**src/rtl/otr_pkg.sv**
```systemverilog
`default_nettype none

package otr_pkg;

    localparam int CHANNELS_DEF = 5;

    localparam int CH_W      = 3;
    localparam int MAG_W     = 32;
    localparam int LEVEL_W   = 16;
    localparam int DELAY_W   = 15;
    localparam int COUNT_W   = 16;
    localparam int SQ_W      = 32;
    localparam int CFG_IDX_W = 2;
    localparam int CFG_DATA_W = 16;

    localparam int S_TDATA_W = ((CH_W + MAG_W + 7) / 8) * 8;
    localparam int M_TDATA_W = ((2 + SQ_W + 7) / 8) * 8;

    localparam logic               ENABLE_RST  = 1'b1;
    localparam logic [LEVEL_W-1:0] TRIP_RST    = 16'd100;
    localparam logic [DELAY_W-1:0] DELAY_RST   = 15'd0;
    localparam logic [LEVEL_W-1:0] NOMINAL_RST = 16'd630;

    // Cycles the derived levels need after a register write or reset.
    localparam int SETTLE_W = 2;
    localparam logic [SETTLE_W-1:0] SETTLE_CYCLES = 2'd3;

    // The margin round(N * 0.15) equals floor((3N + 10) / 20), taken as
    // ((3N + 10) >> 2) / 5 with a reciprocal multiply that is exact below 2**16.
    localparam logic [15:0] RECIP5     = 16'd52429;
    localparam int          RECIP5_SH  = 18;
    localparam int          MARGIN_W   = 14;

    typedef enum logic [CFG_IDX_W-1:0] {
        REG_ENABLE  = 2'd0,
        REG_TRIP    = 2'd1,
        REG_DELAY   = 2'd2,
        REG_NOMINAL = 2'd3
    } otr_reg_t;

    typedef struct packed {
        logic [SQ_W-1:0] trip_sq;
        logic [SQ_W-1:0] drop_sq;
    } otr_levels_t;

endpackage

`default_nettype wire

```
**src/rtl/overcurrent_trip_relay.sv**
```systemverilog
`default_nettype none

// Definite-time phase overcurrent relay for CHANNELS channels sharing one set
// of settings. Each item carries a channel number and a squared magnitude and
// yields one result with the instantaneous and delayed trip bits and the
// squared trip level in use. The block takes one item per cycle unless the
// output stalls or the levels settle; an item is held in an input register
// and its result in an output register. After reset and every register write,
// s_tready stays low while the squared trip and drop levels are recomputed in
// a three-stage pipeline of multipliers; each write also reloads every channel's delay counter.
module overcurrent_trip_relay #(
    parameter int CHANNELS = otr_pkg::CHANNELS_DEF
) (
    input  wire logic                            aclk,
    input  wire logic                            aresetn,
    input  wire logic                            s_tvalid,
    output      logic                            s_tready,
    // [2:0] channel, [34:3] magnitude_sq
    input  wire logic [otr_pkg::S_TDATA_W-1:0]   s_tdata,
    output      logic                            m_tvalid,
    input  wire logic                            m_tready,
    // [0] instant_trip, [1] delayed_trip, [33:2] trip_level_sq
    output      logic [otr_pkg::M_TDATA_W-1:0]   m_tdata,
    input  wire logic                            cfg_wr_en,
    input  wire logic [otr_pkg::CFG_IDX_W-1:0]   cfg_index,
    input  wire logic [otr_pkg::CFG_DATA_W-1:0]  cfg_wdata
);
    import otr_pkg::*;

    localparam int IDX_W = (CHANNELS > 1) ? $clog2(CHANNELS) : 1;
    localparam int EXT_W = (IDX_W > CH_W) ? IDX_W + 1 : CH_W + 1;

    logic                  enable_reg;
    logic [LEVEL_W-1:0]    trip_reg;
    logic [DELAY_W-1:0]    delay_reg;
    logic [LEVEL_W-1:0]    nominal_reg;
    logic [SETTLE_W-1:0]   settle_reg;

    otr_levels_t           levels;

    logic                  in_valid_reg;
    logic [CH_W-1:0]       in_ch_reg;
    logic [MAG_W-1:0]      in_mag_reg;

    logic                  out_valid_reg;
    logic                  out_inst_reg;
    logic                  out_delayed_reg;
    logic [SQ_W-1:0]       out_sq_reg;

    logic                  fault_reg   [CHANNELS];
    logic [COUNT_W-1:0]    count_reg   [CHANNELS];
    logic [1:0]            status_reg  [CHANNELS];

    logic                  advance;
    logic [EXT_W-1:0]      ch_ext;
    logic                  in_range;
    logic [IDX_W-1:0]      sel;
    logic                  fault_old;
    logic [COUNT_W-1:0]    count_old;
    logic [1:0]            status_old;
    logic                  fault_next;
    logic [COUNT_W-1:0]    count_next;
    logic [COUNT_W-1:0]    count_dec;
    logic [1:0]            status_next;
    logic [COUNT_W-1:0]    reload_value;

    otr_levels u_levels (
        .aclk            (aclk),
        .trip_level      (trip_reg),
        .nominal_current (nominal_reg),
        .levels          (levels)
    );

    assign reload_value = {{(COUNT_W-DELAY_W){1'b0}}, delay_reg} + 1'b1;

    assign advance  = in_valid_reg && (!out_valid_reg || m_tready);
    assign s_tready = (settle_reg == '0) && (!in_valid_reg || advance);

    always_comb begin
        ch_ext     = {{(EXT_W-CH_W){1'b0}}, in_ch_reg};
        in_range   = ch_ext < EXT_W'(CHANNELS);
        sel        = in_range ? ch_ext[IDX_W-1:0] : '0;
        fault_old  = fault_reg[sel];
        count_old  = count_reg[sel];
        status_old = status_reg[sel];

        if (in_mag_reg > levels.trip_sq) begin
            fault_next = 1'b1;
        end else if (in_mag_reg < levels.drop_sq) begin
            fault_next = 1'b0;
        end else begin
            fault_next = fault_old;
        end

        count_dec = (count_old != '0) ? count_old - 1'b1 : count_old;

        if (!enable_reg) begin
            status_next = 2'b00;
            count_next  = count_old;
        end else if (fault_next) begin
            status_next = {status_old[1] | (count_dec == '0), 1'b1};
            count_next  = count_dec;
        end else begin
            status_next = 2'b00;
            count_next  = reload_value;
        end
    end

    always_ff @(posedge aclk) begin
        if (!aresetn) begin
            enable_reg  <= ENABLE_RST;
            trip_reg    <= TRIP_RST;
            delay_reg   <= DELAY_RST;
            nominal_reg <= NOMINAL_RST;
            settle_reg  <= SETTLE_CYCLES;
        end else if (cfg_wr_en) begin
            case (otr_reg_t'(cfg_index))
                REG_ENABLE:  enable_reg  <= cfg_wdata[0];
                REG_TRIP:    trip_reg    <= cfg_wdata[LEVEL_W-1:0];
                REG_DELAY:   delay_reg   <= cfg_wdata[DELAY_W-1:0];
                REG_NOMINAL: nominal_reg <= cfg_wdata[LEVEL_W-1:0];
                default:     enable_reg  <= enable_reg;
            endcase
            settle_reg <= SETTLE_CYCLES;
        end else if (settle_reg != '0) begin
            settle_reg <= settle_reg - 1'b1;
        end
    end

    always_ff @(posedge aclk) begin
        if (!aresetn) begin
            for (int i = 0; i < CHANNELS; i++) begin
                fault_reg[i]  <= 1'b0;
                status_reg[i] <= 2'b00;
            end
        end else if (advance && in_range) begin
            fault_reg[sel]  <= fault_next;
            status_reg[sel] <= status_next;
        end
    end

    always_ff @(posedge aclk) begin
        if (settle_reg != '0) begin
            for (int i = 0; i < CHANNELS; i++) begin
                count_reg[i] <= reload_value;
            end
        end else if (advance && in_range) begin
            count_reg[sel] <= count_next;
        end
    end

    always_ff @(posedge aclk) begin
        if (!aresetn) begin
            in_valid_reg  <= 1'b0;
            out_valid_reg <= 1'b0;
        end else begin
            if (s_tvalid && s_tready) begin
                in_valid_reg <= 1'b1;
            end else if (advance) begin
                in_valid_reg <= 1'b0;
            end
            if (advance) begin
                out_valid_reg <= 1'b1;
            end else if (m_tready) begin
                out_valid_reg <= 1'b0;
            end
        end
    end

    always_ff @(posedge aclk) begin
        if (s_tvalid && s_tready) begin
            in_ch_reg  <= s_tdata[CH_W-1:0];
            in_mag_reg <= s_tdata[CH_W +: MAG_W];
        end
        if (advance) begin
            out_inst_reg    <= in_range & status_next[0];
            out_delayed_reg <= in_range & status_next[1];
            out_sq_reg      <= levels.trip_sq;
        end
    end

    assign m_tvalid = out_valid_reg;
    assign m_tdata  = {{(M_TDATA_W-2-SQ_W){1'b0}}, out_sq_reg, out_delayed_reg, out_inst_reg};

endmodule

`default_nettype wire

```
**src/rtl/otr_levels.sv**
```systemverilog
`default_nettype none

module otr_levels (
    input  wire logic                          aclk,
    input  wire logic [otr_pkg::LEVEL_W-1:0]   trip_level,
    input  wire logic [otr_pkg::LEVEL_W-1:0]   nominal_current,
    output otr_pkg::otr_levels_t               levels
);
    import otr_pkg::*;

    logic [17:0]           scaled_n;
    logic [15:0]           quarter;
    logic [31:0]           recip_prod;
    logic [SQ_W-1:0]       trip_sq_s1_reg;
    logic [MARGIN_W-1:0]   margin_s1_reg;
    logic [LEVEL_W-1:0]    diff;
    logic                  diff_pos;
    logic [SQ_W-1:0]       trip_sq_s2_reg;
    logic [SQ_W-1:0]       seven_s2_reg;
    logic [SQ_W-1:0]       alt_s2_reg;
    otr_levels_t           levels_reg;

    always_comb begin
        scaled_n   = {2'b00, nominal_current} + {1'b0, nominal_current, 1'b0} + 18'd10;
        quarter    = scaled_n[17:2];
        recip_prod = quarter * RECIP5;
        diff_pos   = trip_level > {{(LEVEL_W-MARGIN_W){1'b0}}, margin_s1_reg};
        diff       = trip_level - {{(LEVEL_W-MARGIN_W){1'b0}}, margin_s1_reg};
    end

    always_ff @(posedge aclk) begin
        trip_sq_s1_reg <= trip_level * trip_level;
        margin_s1_reg  <= recip_prod[RECIP5_SH +: MARGIN_W];

        trip_sq_s2_reg <= trip_sq_s1_reg;
        seven_s2_reg   <= trip_sq_s1_reg - (trip_sq_s1_reg >> 3);
        alt_s2_reg     <= diff_pos ? diff * diff : '0;

        levels_reg.trip_sq <= trip_sq_s2_reg;
        levels_reg.drop_sq <= (seven_s2_reg < alt_s2_reg) ? seven_s2_reg : alt_s2_reg;
    end

    assign levels = levels_reg;

endmodule

`default_nettype wire
```
**config.mk**
```make
export PLATFORM = sky130hd
export DESIGN_NAME = overcurrent_trip_relay
export DESIGN_NICKNAME = d
export VERILOG_FILES = /design/src/rtl/otr_pkg.sv /design/src/rtl/overcurrent_trip_relay.sv /design/src/rtl/otr_levels.sv
export SDC_FILE = /design/constraint.sdc
export NUM_CORES = 2
export LEC_CHECK = 0
export BUFFER_PORTS_ARGS = -buffer_cell sky130_fd_sc_hd__buf_4
export CORE_UTILIZATION = 35
export DETAILED_ROUTE_END_ITERATION = 10
export GPL_TIMING_DRIVEN = 1
export HOLD_SLACK_MARGIN = 0.08
export PLACE_DENSITY_LB_ADDON = 0.1
export SLEW_MARGIN = 10
export SYNTH_ARGS = -nofsm -noshare
export SYNTH_HDL_FRONTEND = slang
export SYNTH_SLANG_ARGS = --single-unit
```
**constraint.sdc**
```tcl
create_clock -name aclk -period 15.4 [get_ports aclk]
set_input_delay 2.31 -clock aclk [delete_from_list [all_inputs] [get_ports aclk]]
set_output_delay 2.31 -clock aclk [all_outputs]
set_load 0.01 [all_outputs]
```
## Word-level counts from Yosys, hierarchy flattened

Memories as Yosys holds them, arrays and structs flattened.
Cells that the tools add are included.

- Add/subtract/negate cells: 7
- Multipliers: 3
- Magnitude comparators: 5
- Equal/unequal tests: 3
- Mux-type cells: 30
- Bitwise operators: 4
- Reduce and logical (&&, ||, !) cells: 23

Operators by type and width:

| kind | number |
|---|---|
| 32-bit less-than comparator | 2 |
| 16-bit by 16-bit multiplier with 32-bit output | 2 |
| 16-bit 2-to-1 mux | 4 |
| 32-bit greater-than comparator | 1 |
| 16-bit by 16-bit multiplier with 32-bit output, second input constant | 1 |
| 32-bit 2-to-1 mux | 1 |
| 32-bit by 29-bit subtractor with 32-bit output | 1 |
| 16-bit by 17-bit adder with 18-bit output | 1 |
| 18-bit by 4-bit adder with 18-bit output, second input constant | 1 |
| 1-bit 2-to-1 mux | 18 |
| 15-bit by 1-bit adder with 16-bit output, second input constant | 1 |
| 16-bit by 14-bit greater-than comparator with 1-bit output | 1 |
| 16-bit logical NOT | 1 |
| 16-bit nonzero test | 1 |
| 16-bit OR reduction | 1 |
| 16-bit by 1-bit subtractor with 16-bit output, second input constant | 1 |
| 16-bit by 14-bit subtractor with 16-bit output | 1 |
| 3-bit 2-to-1 mux | 4 |
| 2-bit AND reduction | 4 |
| 2-bit 2-to-1 mux | 3 |
| 2-bit nonzero test | 3 |
| 2-bit == test, second input constant | 2 |
| 1-bit logical AND | 4 |
| 2-bit logical NOT | 2 |
| other kinds (10) | 14 |

- Bits in registers: 327
- Memory bits (writable): 95
- Input port bits: 63
- Output and inout bits: 42
- Logic and storage cells: 97
- Memories: 3

Memory list:

| memory | depth | width | rd ports | clocked after memory_dff | wr ports | line | RTL |
|---|---|---|---|---|---|---|---|
| count_reg | 5 | 16 | 1 | 0 | 5 | overcurrent_trip_relay.sv:51 | `logic [COUNT_W-1:0] count_reg [CHANNELS];` |
| status_reg | 5 | 2 | 1 | 0 | 5 | overcurrent_trip_relay.sv:52 | `logic [1:0] status_reg [CHANNELS];` |
| fault_reg | 5 | 1 | 1 | 0 | 5 | overcurrent_trip_relay.sv:50 | `logic fault_reg [CHANNELS];` |

## Depth between registers and ports, before layout

An unclocked memory read counts as a cell.

- Depth in word-level cells: 10
- Gate-level depth with buffers: 36
- Gate-level depth less buffers: 36

## By module

A second synthesis with hierarchy kept.

- Cell total of the unflattened synthesis: 3957
- Area total of the unflattened synthesis: 38772.2 um2

By module, submodules not included:

| module | instances | cells an instance | area each (um2) | seq. area each (um2) |
|---|---|---|---|---|
| otr_levels | 1 | 2824 | 26786.9 | 4043.9 |
| overcurrent_trip_relay | 1 | 1133 | 11985.2 | 5765.5 |

## Worst setup path before layout

OpenSTA, ideal clock, no wires.

- Kind: register to register
- From: register trip_reg[0]
- To: register u_levels.alt_s2_reg[31]
- Setup time: 128 ps
- Arrival time: 7987 ps
- Setup slack: 7285 ps
- Cell stages (with the launch flop): 35
- Cells stage by stage: dfxtp_1 inv_1 ha_1 inv_1 fa_1 a21o_1 a2bb2oi_1 a21o_1 nor2_1 o21ai_0 nand2b_1 xnor2_1 clkinv_1 nand2_1 inv_1 fa_1 inv_1 fa_1 inv_1 fa_1 fa_1 fa_1 inv_1 fa_1 inv_1 ha_1 nand2_1 or3_1 o311ai_0 a211o_1 nand2_1 o21ai_0 o41ai_1 xnor2_1 nor2_1

- Cells in the longest elaborated chain, start to end: 2
- Elaborated cells on any way between the ends: 3
- Classes of those cells: add/sub (1); mul (1); order compare (1)

RTL lines:

| element | line | RTL |
|---|---|---|
| start, declared | overcurrent_trip_relay.sv:34 | `logic [LEVEL_W-1:0] trip_reg;` |
| start signal, assigned | overcurrent_trip_relay.sv:119 | `REG_TRIP: trip_reg <= cfg_wdata[LEVEL_W-1:0];` |
| 16-bit by 14-bit subtractor with 16-bit output | otr_levels.sv:28 | `diff = trip_level - {{(LEVEL_W-MARGIN_W){1'b0}}, margin_s1_reg};` |
| 16-bit by 16-bit multiplier with 32-bit output | otr_levels.sv:37 | `alt_s2_reg <= diff_pos ? diff * diff : '0;` |
| end signal, assigned | otr_levels.sv:37 |  |
| end, declared | otr_levels.sv:20 | `logic [SQ_W-1:0] alt_s2_reg;` |

Parallel ways exist; a longest one is shown, timed or not.
A chain may end at the register's enable or synchronous reset.

## Worst setup path in the final report

Same ends and word-level chain as after synthesis.

==> impl_metrics.csv <==
group,metric,value,unit
run_status,outcome,"complete, no violations",
clock_network,clkTransAtPathRegs,60,ps
critical_path,crit_arrival,10090,ps
critical_path,reg2regPathDepth,32,
clock_network,cts_hold_buf,0,
timing,slew_headroom,28.62,%
critical_path,ff2ff_setup_slack,5780,ps
global_routing,grt_overflow_total,0,
clock_network,insertion_delay,600,ps
synth,synth_seq_cells,412,
placed_design,gp_congestion,0.8322,
detailed_routing,vias_per_cell,4.839,
clock_network,post_cts_buffers,0,
synth,synth_area,38100,um2
timing,max_freq,104.0,MHz
clock_network,htree_levels,2,
cells_and_area,fillers,10888,
synth,synth_top_area_share,21.49,%
timing,rsz0062_at_grt,"false",
cells_and_area,drive_above_1_share,7.649,%
critical_path,cp-endpoint,"u_levels.alt_s2_reg[31]",
critical_path,path_common_cell,"fa_1",
clock_network,clock-sinks,412,
floorplanning,die_y,331.9,um
synth,syn_avg_cell_area,9.684,um2
timing,skew,13.54,ps
floorplanning,dieArea,110200,um2
critical_path,cp-start-kind,"flip-flop",
clock_network,cts_buffer_depth,3,
critical_path,crit_type,"flip-flop to flip-flop",
detailed_routing,drtIter0Drc,1362,
cells_and_area,antenna_cells,0,
detailed_routing,wl_per_cell,17.70,um
floorplanning,floorplan.rows,120,
detailed_routing,drc_errors,0,
floorplanning,io_pins,105,
synth,yosysUniqueCellTypes,86,
clock_network,root_buffer,"clkbuf_16",
placed_design,dp_hpwl,77480,um
critical_path,slowest_stage,"xnor2_1",
synth,yosysTopAreaCell,"fa_1",
clock_network,cts_made_buffers,47,
hold_path,hold_path_class,"flip-flop to flip-flop",
critical_path,endpoint_kind,"flip-flop",
timing,setup_violations,0,
critical_path,critPathMaxFanout,18,
synth,yosysWarnings,0,
placed_design,port_buffers,92,
timing,worst_slew_pin_slew,1063,ps
flow_run,drv_cap,0,
detailed_routing,firstDrtPassIters,8,
synth,syn-instance-count,3934,
synth,ys_seq_area_share,25.67,%
floorplanning,start_util,35.44,%
synth,synth_most_common_cell,"inv_1",
critical_path,critical_path_required,15870,ps
synth,yosys-top-cells-area,"fa_1, ha_1, dfxtp_1, edfxtp_1, inv_1",
global_routing,grt_use_total,17.71,%
timing,fin_crit,9619,ps
global_routing,grt_max_degree,59,
cells_and_area,area_growth,10.44,%
floorplanning,die_w,331.9,um
clock_network,ctsResizeCount,0,
critical_path,r2r-start,"trip_reg[0]",
global_routing,grt_pass1_vias,26980,
cells_and_area,fin_nets,4994,
floorplanning,core,107500,um2
synth,synthTopCellsByCount,"inv_1, ha_1, fa_1, nand2_1, dfxtp_1",
synth,synthFlopType,"dfxtp_1",
timing,hold_viol_final,0,
clock_network,cts_tree,"built",
detailed_routing,via_count,26466,
detailed_routing,wirelength,96790,um
cells_and_area,largest_reg_flops,80,
critical_path,crit_path_start,"trip_reg[0]",
timing,slew_violations,0,
global_routing,antenna_found_initial,2,
global_routing,grt_pass1_wl,153500,um
synth,synth_edf_count,153,
timing,final.period_utilization,62.46,%
timing,tns,0,ps
detailed_routing,final_antenna_net_count,0,
synth,async_reset_ff_share,0,%
critical_path,critPathMaxStageDelay,850,ps
critical_path,r2r-end,"u_levels.alt_s2_reg[31]",
## per-stage QoR
stage	worst slack, ps	utilization (%)	instance area (um2)	hold slack, ps	std cells
detailed placement	5727	37.68	40510	312.1	5381
global placement	5713	37.68	40510	310.4	5381
floorplan	7285	-	38120	309.6	3940
CTS	5708	39.14	42080	321.2	5469
global route	5138	39.14	42080	324.8	5469
finish	5781	39.14	42080	318.2	5469
## critical path, delay by kind of cell, from the launching register on
kind            cells  cell delay [ps]
fa+ha+maj           9             4050
xor+xnor            2             1020
simple gates        6              880
compound gates      9             2550
buf+inv             6              690
flops               1              290
## per-layer routing
layer  share of wire [%]  GRT usage, %  wire length, um
met2                  46         28.79            44430
met5                   0             0                0
met1                  49         25.53            47850
met3                 3.2         1.746             3118
met4                 1.4         3.457             1396
## how the worst min path moves through the flow
stage / depth (start not counted) / from / endpoint / slack, ps
floorplan: 0 / u_levels.trip_sq_s2_reg[0] / u_levels.levels[32] / 310
global placement: 0 / u_levels.trip_sq_s2_reg[12] / u_levels.levels[44] / 310
detailed placement: 0 / u_levels.trip_sq_s2_reg[8] / u_levels.levels[40] / 310
CTS: 0 / u_levels.trip_sq_s2_reg[3] / u_levels.levels[35] / 320
global route: 0 / u_levels.trip_sq_s2_reg[3] / u_levels.levels[35] / 320
finish: 0 / u_levels.trip_sq_s2_reg[3] / u_levels.levels[35] / 320
## final cells by class
cell class	instances	area, um2	share of cell area (%)
Multi-Input combinational cell	2635	24950	59.30
Sequential cell	412	9779	23.24
Inverter	790	2965	7.048
Tap cell	1403	1755	4.172
Clock buffer	65	1368	3.250
Timing Repair Buffer	141	1059	2.516
Clock inverter	23	196.4	0.4669
## placed cells by master, fill, tap and decap left out, types with 56 or more instances in the layout
| cell type | synthesis | layout |
|---|---|---|
| and2_1 | 59 | 58 |
| fa_1 | 409 | 409 |
| buf_4 | 10 | 141 |
| a21oi_1 | 206 | 206 |
| xnor2_1 | 103 | 102 |
| nor2_1 | 202 | 200 |
| nand2_1 | 320 | 320 |
| a21o_1 | 67 | 67 |
| edfxtp_1 | 153 | 153 |
| nand3_1 | 64 | 64 |
| o21ai_0 | 97 | 95 |
| ha_1 | 495 | 495 |
| inv_1 | 783 | 782 |
| mux2i_1 | 65 | 65 |
| dfxtp_1 | 259 | 259 |
| xor2_1 | 56 | 56 |
## cells by family (layout without fill, tap and decap cells)
group	after synthesis	in the layout	synth area share (%)
other	1	7	0.009843
xor gates and xnor gates	159	159	3.655
muxes	113	113	3.156
DFF	412	412	25.67
AOI/OAI and AO/OA	610	610	10.47
and+or+nand+nor	842	842	10.28
adders and majority gates	904	904	37.75
buffers and inverters	893	1019	9.012
Power is left out: the tool's default activity adds up to more than one toggle a clock period on the data nets, which glitch-free logic cannot reach.
